`config.mk`:
```
export PLATFORM = sky130hd
export DESIGN_NAME = nca_ctrl
export DESIGN_NICKNAME = d
export VERILOG_FILES = /design/src/hdl/nca_pkg.sv /design/src/hdl/nca_ctrl.sv
export SDC_FILE = /design/constraint.sdc
export NUM_CORES = 1
export LEC_CHECK = 0
export BUFFER_PORTS_ARGS = -buffer_cell sky130_fd_sc_hd__buf_2
export CORE_ASPECT_RATIO = 1.2
export CORE_MARGIN = 4
export CORE_UTILIZATION = 39
export DETAILED_ROUTE_END_ITERATION = 8
export PLACE_DENSITY = 0.9
export SETUP_SLACK_MARGIN = 0.1
export SLEW_MARGIN = 20
export SYNTH_ARGS = -nofsm -noshare
export SYNTH_HDL_FRONTEND = slang
export SYNTH_SLANG_ARGS = --single-unit
export TNS_END_PERCENT = 5
```
`constraint.sdc`:
```
create_clock -name clk -period 1.8 [get_ports clk]
set_input_delay 0.36 -clock clk [delete_from_list [all_inputs] [get_ports clk]]
set_output_delay 0.36 -clock clk [all_outputs]
set_load 0.01 [all_outputs]
```
`src/hdl/nca_pkg.sv`:
```
// shared types and constants for the nearest centroid assignment block
// no dependencies
package nca_pkg;

  localparam int MAX_CENTROIDS = 16;
  localparam int MAX_POINTS    = 4096;
  localparam int CHANNEL_BITS  = 16;

  localparam int CENT_AW  = $clog2(MAX_CENTROIDS);
  localparam int PT_AW    = $clog2(MAX_POINTS);
  localparam int SLOT_W   = 12;
  localparam int CNT_W    = 5;
  localparam int DIST_W   = 2 * CHANNEL_BITS + 2;
  localparam int SQ_W     = 2 * CHANNEL_BITS + 1;
  localparam int TOTAL_W  = 13;
  localparam logic [TOTAL_W-1:0] TOTAL_MAX = '1;

  localparam logic OP_LOAD   = 1'b0;
  localparam logic OP_ASSIGN = 1'b1;

  typedef struct packed {
    logic                           opcode;
    logic [SLOT_W-1:0]              slot;
    logic signed [CHANNEL_BITS-1:0] chan_a;
    logic signed [CHANNEL_BITS-1:0] chan_b;
    logic signed [CHANNEL_BITS-1:0] chan_c;
    logic                           first_of_batch;
  } in_item_t;

  typedef struct packed {
    logic [CENT_AW-1:0] nearest;
    logic [DIST_W-1:0]  min_distance;
    logic               was_changed;
    logic [TOTAL_W-1:0] change_total;
  } out_item_t;

  typedef struct packed {
    logic signed [CHANNEL_BITS-1:0] a;
    logic signed [CHANNEL_BITS-1:0] b;
    logic signed [CHANNEL_BITS-1:0] c;
  } centroid_t;

  // controller to datapath
  typedef struct packed {
    logic               load_pt;
    logic               load_cent;
    logic               issue;
    logic               issue_first;
    logic [CENT_AW-1:0] issue_idx;
    logic               clr_wr;
    logic [PT_AW-1:0]   clr_addr;
    logic               finish;
  } dp_cmd_t;

  // datapath to controller
  typedef struct packed {
    logic busy;
    logic out_full;
  } dp_status_t;

endpackage

```
`src/hdl/nca_ctrl.sv`:
```
// controller: clearing pass, centroid walk sequencing, config register
// uses nca_pkg
module nca_ctrl (
  input  logic                     clk,
  input  logic                     rst,
  input  logic                     cfg_valid,
  output logic                     cfg_ready,
  input  logic [nca_pkg::CNT_W-1:0] cfg_data,
  input  logic                     in_valid,
  output logic                     in_ready,
  input  nca_pkg::in_item_t        in_data,
  input  logic                     out_ready,
  input  nca_pkg::dp_status_t      status,
  output nca_pkg::dp_cmd_t         cmd
);
  import nca_pkg::*;

  localparam logic [2:0] S_CLEAR  = 3'd0;
  localparam logic [2:0] S_IDLE   = 3'd1;
  localparam logic [2:0] S_WALK   = 3'd2;
  localparam logic [2:0] S_DRAIN  = 3'd3;
  localparam logic [2:0] S_FINISH = 3'd4;

  logic [2:0]         state, state_next;
  logic [CENT_AW-1:0] walk_idx, walk_idx_next;
  logic [PT_AW-1:0]   clr_addr, clr_addr_next;
  logic [CNT_W-1:0]   centroid_count;
  logic [CNT_W-1:0]   k_eff;
  logic [CENT_AW-1:0] last_idx;

  assign cfg_ready = 1'b1;

  always_ff @(posedge clk) begin
    if (rst) begin
      centroid_count <= CNT_W'(1);
    end else if (cfg_valid) begin
      centroid_count <= cfg_data;
    end
  end

  always_comb begin
    k_eff = centroid_count;
    if (centroid_count == '0) begin
      k_eff = CNT_W'(1);
    end else if (centroid_count > CNT_W'(MAX_CENTROIDS)) begin
      k_eff = CNT_W'(MAX_CENTROIDS);
    end
    last_idx = CENT_AW'(k_eff - 1'b1);
  end

  assign in_ready = (state == S_IDLE);

  always_comb begin
    state_next    = state;
    walk_idx_next = walk_idx;
    clr_addr_next = clr_addr;
    cmd           = '0;
    cmd.issue_idx = walk_idx;
    cmd.clr_addr  = clr_addr;
    unique case (state)
      S_CLEAR: begin
        cmd.clr_wr    = 1'b1;
        clr_addr_next = clr_addr + 1'b1;
        if (clr_addr == PT_AW'(MAX_POINTS - 1)) begin
          state_next = S_IDLE;
        end
      end
      S_IDLE: begin
        if (in_valid) begin
          cmd.load_pt = 1'b1;
          if (in_data.opcode == OP_LOAD) begin
            cmd.load_cent = 1'b1;
          end else begin
            walk_idx_next = '0;
            state_next    = S_WALK;
          end
        end
      end
      S_WALK: begin
        cmd.issue       = 1'b1;
        cmd.issue_first = (walk_idx == '0);
        walk_idx_next   = walk_idx + 1'b1;
        if (walk_idx == last_idx) begin
          state_next = S_DRAIN;
        end
      end
      S_DRAIN: begin
        if (!status.busy) begin
          state_next = S_FINISH;
        end
      end
      S_FINISH: begin
        // wait for the output register to free up before committing
        if (!status.out_full || out_ready) begin
          cmd.finish = 1'b1;
          state_next = S_IDLE;
        end
      end
      default: begin
        state_next = S_IDLE;
      end
    endcase
  end

  always_ff @(posedge clk) begin
    if (rst) begin
      state    <= S_CLEAR;
      clr_addr <= '0;
      walk_idx <= '0;
    end else begin
      state    <= state_next;
      clr_addr <= clr_addr_next;
      walk_idx <= walk_idx_next;
    end
  end

endmodule

```
# Yosys cells after proc, flatten, opt, wreduce, memory -nomap -nowiden
# Index checks and enable logic that the tools add are counted.
[classes] bitwise_logic=0 eq_ne=12 shifts=0 add_sub_neg=3 magnitude_cmp=1 mux=19 div=0 reduce_logical=8 n_mul=0
[ops] operator="two-way mux 3 bit" count=6
[ops] operator="two-way mux 4 bit" count=4
[ops] operator="one-hot mux 3 bit (5 select lines)" count=1
[ops] operator="adder 12 x 1 -> 12 bit, second input constant" count=1
[ops] operator="== test 12 bit, second input constant" count=1
[ops] operator="inequality test 2 bit, second input constant" count=5
[ops] operator="one-hot mux 4 bit (2 select lines)" count=1
[ops] operator="== test 3 x 2 -> 1 bit, second input constant" count=2
[ops] operator="two-way mux 2 bit" count=3
[ops] operator="AND reduction 6 bit" count=1
[ops] operator="greater-than comparator 5 bit, second input constant" count=1
[ops] operator="zero test 5 bit" count=1
[ops] operator="adder 4 x 1 -> 4 bit, second input constant" count=1
[ops] operator="== test 4 bit" count=1
[ops] operator="zero test 4 bit" count=1
[ops] operator="two-way mux 1 bit" count=4
[ops] operator="subtractor 4 x 1 -> 4 bit, second input constant" count=1
[ops] operator="== test 3 x 1 -> 1 bit, second input constant" count=1
[ops] operator="== test 3 bit, second input constant" count=1
[ops] operator="zero test 3 bit" count=1
[ops] operator="AND reduction 3 bit" count=1
[ops] operator="inequality test 2 x 1 -> 1 bit, second input constant" count=1
[ops] operator="nonzero test 2 bit" count=1
[ops] operator="zero test 1 bit" count=1
[ops] operator="logical OR 1 bit" count=1
[word_totals] latch_bits=0 mem_bits_rw=0 mem_bits_ro=0 ff_bits=24 memories=0 inputBits=74

# Depth between registers and ports, before layout
[depth] depth_word=7 depth_mapped=7

# Worst setup path before layout
# No wires, ideal clock.
[synth_timing] path_type="register to output" start="reg state[0]" end="out cmd[20] in the netlist's numbering" arrival_time_ps=1328 n_path_buf=1 path_stages_with_launch=6 path_slack_ps=112 cell_sequence="dfxtp_1 > buf_6 > nor2b_1 > nor2b_1 > and2_1 > nor2b_1"
[synth_rtl] item="start, declared" line_no="nca_ctrl.sv:24" rtl="logic [2:0] state, state_next;"
[synth_rtl] item="start signal, assigned" line_no="nca_ctrl.sv:111" rtl="state <= state_next;"
[synth_rtl] item="end, declared" line_no="nca_ctrl.sv:14" rtl="output nca_pkg::dp_cmd_t cmd"

==> impl_metrics.json <==
{
  "regArea_sq_um": 491.7,
  "clk_latency_ns": 0.31,
  "postSynthAreaPerCell_sq_um": 8.854,
  "leakagePower_nw": 0.6969,
  "ant_nets": 0,
  "drive_above_1_share": 0.3497,
  "yosysTopAreaCellShare": 0.3768,
  "routed_via_density": 5.242,
  "synthesis.nets": 222,
  "critical_path_class": "reg -> out",
  "yosysUniqueCellTypes": 39,
  "final_max_slew_viol_count": 0,
  "setup_viol": 0,
  "vdd_drop_max_mv": 0.3681,
  "drtIter0Drc": 61,
  "met1_usage": 0.1670,
  "overflow": 0,
  "io_buffers": 35,
  "numCtsBuffers": 3,
  "grt_pass1_vias": 1085,
  "synthCells": 144,
  "max_freq_ghz": 0.5678,
  "synth_seq_cells": 24,
  "yosysTopAreaCell": "dfxtp_1",
  "io_pins": 98,
  "grt_pass1_wl_mm": 4.623,
  "routed-via-count": 1148,
  "drv_cap": 0,
  "finalNetCount": 263,
  "die_x_microns": 60.20,
  "p_total_w": 0.0009955,
  "clk_pin_slew_ns": 0.13,
  "finalHoldViolCount": 0,
  "multi_input_area_sq_um": 794.5,
  "critical_path_arrival_ns": 1.40,
  "cts_hold_buf": 0,
  "wire_per_inst_microns": 12.54,
  "p_per_area_mw_per_mm2": 621.1,
  "antenna_found_initial": 0,
  "async_flop_share": 0,
  "drtPass1Iterations": 4,
  "cts.htree.levels": 1,
  "cp_data_required_time_ns": 1.44,
  "cts_max_path_buffers": 2,
  "initial_utilization": 0.4099,
  "gr-usage-met3": 0.02190,
  "rows": 22,
  "cp_max_fo": 6,
  "min_period_over_period": 0.9785,
  "final_common_cell": "buf_2",
  "drc_errors": 0,
  "wirelength_mm": 2.746,
  "grt_most_used_layer": "met2",
  "dieHeight_microns": 70.64,
  "gp_congestion": 0.7674,
  "grt.met2_usage": 0.2320,
  "seq_area_frac_synth": 0.3768,
  "synth_edf_count": 0,
  "synthFlopType": "dfxtp_1",
  "rsz0062_at_grt": "yes",
  "area_growth_pct": 25.71,
  "fin_util": 0.5153,
  "skew_ns": 0.001108,
  "startpoint_type": "register",
  "antenna_cells": 0,
  "die_area_sq_mm": 0.004252,
  "hold_path_class": "in -> reg",
  "status": "completed",
  "min_period_ns": 1.761,
  "most-common-layout-cells": "34 x buf_2, 19 x dfxtp_1, 18 x nor2_1, 10 x xnor2_1, 8 x nor2b_1",
  "synth.cell_area_sq_mm": 0.001275,
  "cts-root-buf": "clkbuf_4",
  "yosys-top-cells-area": "dfxtp_1 38%, xnor2_1 7.6%, nor2_1 5.6%, nor2b_1 4.9%, mux2i_1 4.7%",
  "dp_hpwl_mm": 1.996,
  "r2r_slack_ns": 0.17,
  "grt_usage": 0.1365,
  "ys_warn_count": 0,
  "cts_tree": "built",
  "end_kind": "primary output",
  "grt_max_degree": 26,
  "fillers": 312,
  "coreArea_sq_mm": 0.003110,
  "clkSinkCount": 24
}
-- stage by stage --
step	std cells	setup TNS, ns	instance area [sq um]	hold WS, ns	setup WS, ns
6_report	219	0	1603	0.2587	0.03868
5_1_grt	219	-0.09556	1603	0.2426	-0.04584
4_1_cts	218	0	1562	0.2459	0.04948
3_5_place_dp	213	0	1490	0.5181	0.1308
3_3_place_gp	213	0	1490	0.5050	0.1677
2_1_floorplan	144	0	1275	0.4431	0.1123
-- routing by layer --
metal  routed length [microns]  up-vias
li1                          -      575
met1                      1171      548
met2                      1409       23
met3                       145        2
met4                        19        0
met5                         0        -
-- report_power, final --
part           internal [W]  leakage, nW  switching, W
registers          0.000551        0.198     0.0000300
clock network     0.0000781       0.0138      0.000158
logic             0.0000954        0.485     0.0000832
total              0.000724        0.697      0.000271
-- worst paths after layout --
path         cells past startpoint                             end                           start
max                              5                         cmd[20]           state[0]$_SDFFE_PP0P_
min                              2  centroid_count[0]$_SDFFE_PP1P_                     cfg_data[0]
max reg2reg                      7           state[0]$_SDFFE_PP0P_  centroid_count[3]$_SDFFE_PP0P_
min reg2reg                      2        clr_addr[9]$_SDFFE_PP0P_        clr_addr[9]$_SDFFE_PP0P_
-- synthesized netlist by cell type (all sizes together) (3+ instances only) --
library cell,n
a21oi,8
and2,3
buf,3
clkbuf,3
dfxtp,24
ha,4
inv,3
mux2i,6
nand2,6
nand3,6
nand4,4
nor2,19
nor2b,10
nor3,4
o21ai,3
or3,4
xnor2,11
xor2,4
-- cell families (layout without fill, tap and decap cells) --
kind of cell             count (synthesis)  count (layout)  share of synthesized area
AO/OA/AOI/OAI                           20              20                     0.1021
XOR/XNOR                                15              15                     0.1030
adder cells (fa/ha/maj)                  4               4                    0.03926
buffers and inverters                    9              48                    0.03631
flip-flops                              24              24                     0.3768
multiplexers                             6               6                    0.04711
other                                    1               1                   0.002941
AND/OR/NAND/NOR                         65              65                     0.2925
-- critical path, cell delays in order (launching register included) --
cell     delay (ns)
dfxtp_4        0.41
nor2b_4        0.15
nor2b_4        0.14
and2_4         0.14
nor2b_1        0.11
buf_2          0.13
-- timing repair --
item	CTS	global route
hold endpoints to repair	0	0
setup buffers	2	1
resized for setup	10	9
endpoints found under the setup margin	7	7
pin swaps	3	6
-- flip-flops by register name (all words and copies together), names as in the netlist --
signal          cells
walk_idx            4
clr_addr           12
centroid_count      5
state               3
-- layout make-up --
class / instances / share of cell area
timing repair buffer: 42 / 0.1483
sequential: 24 / 0.3068
multi-input combinational: 111 / 0.4957
inverter: 3 / 0.007026
tap: 36 / 0.02810
clock buffer: 3 / 0.01405
Power figures use the tool's default switching activity.
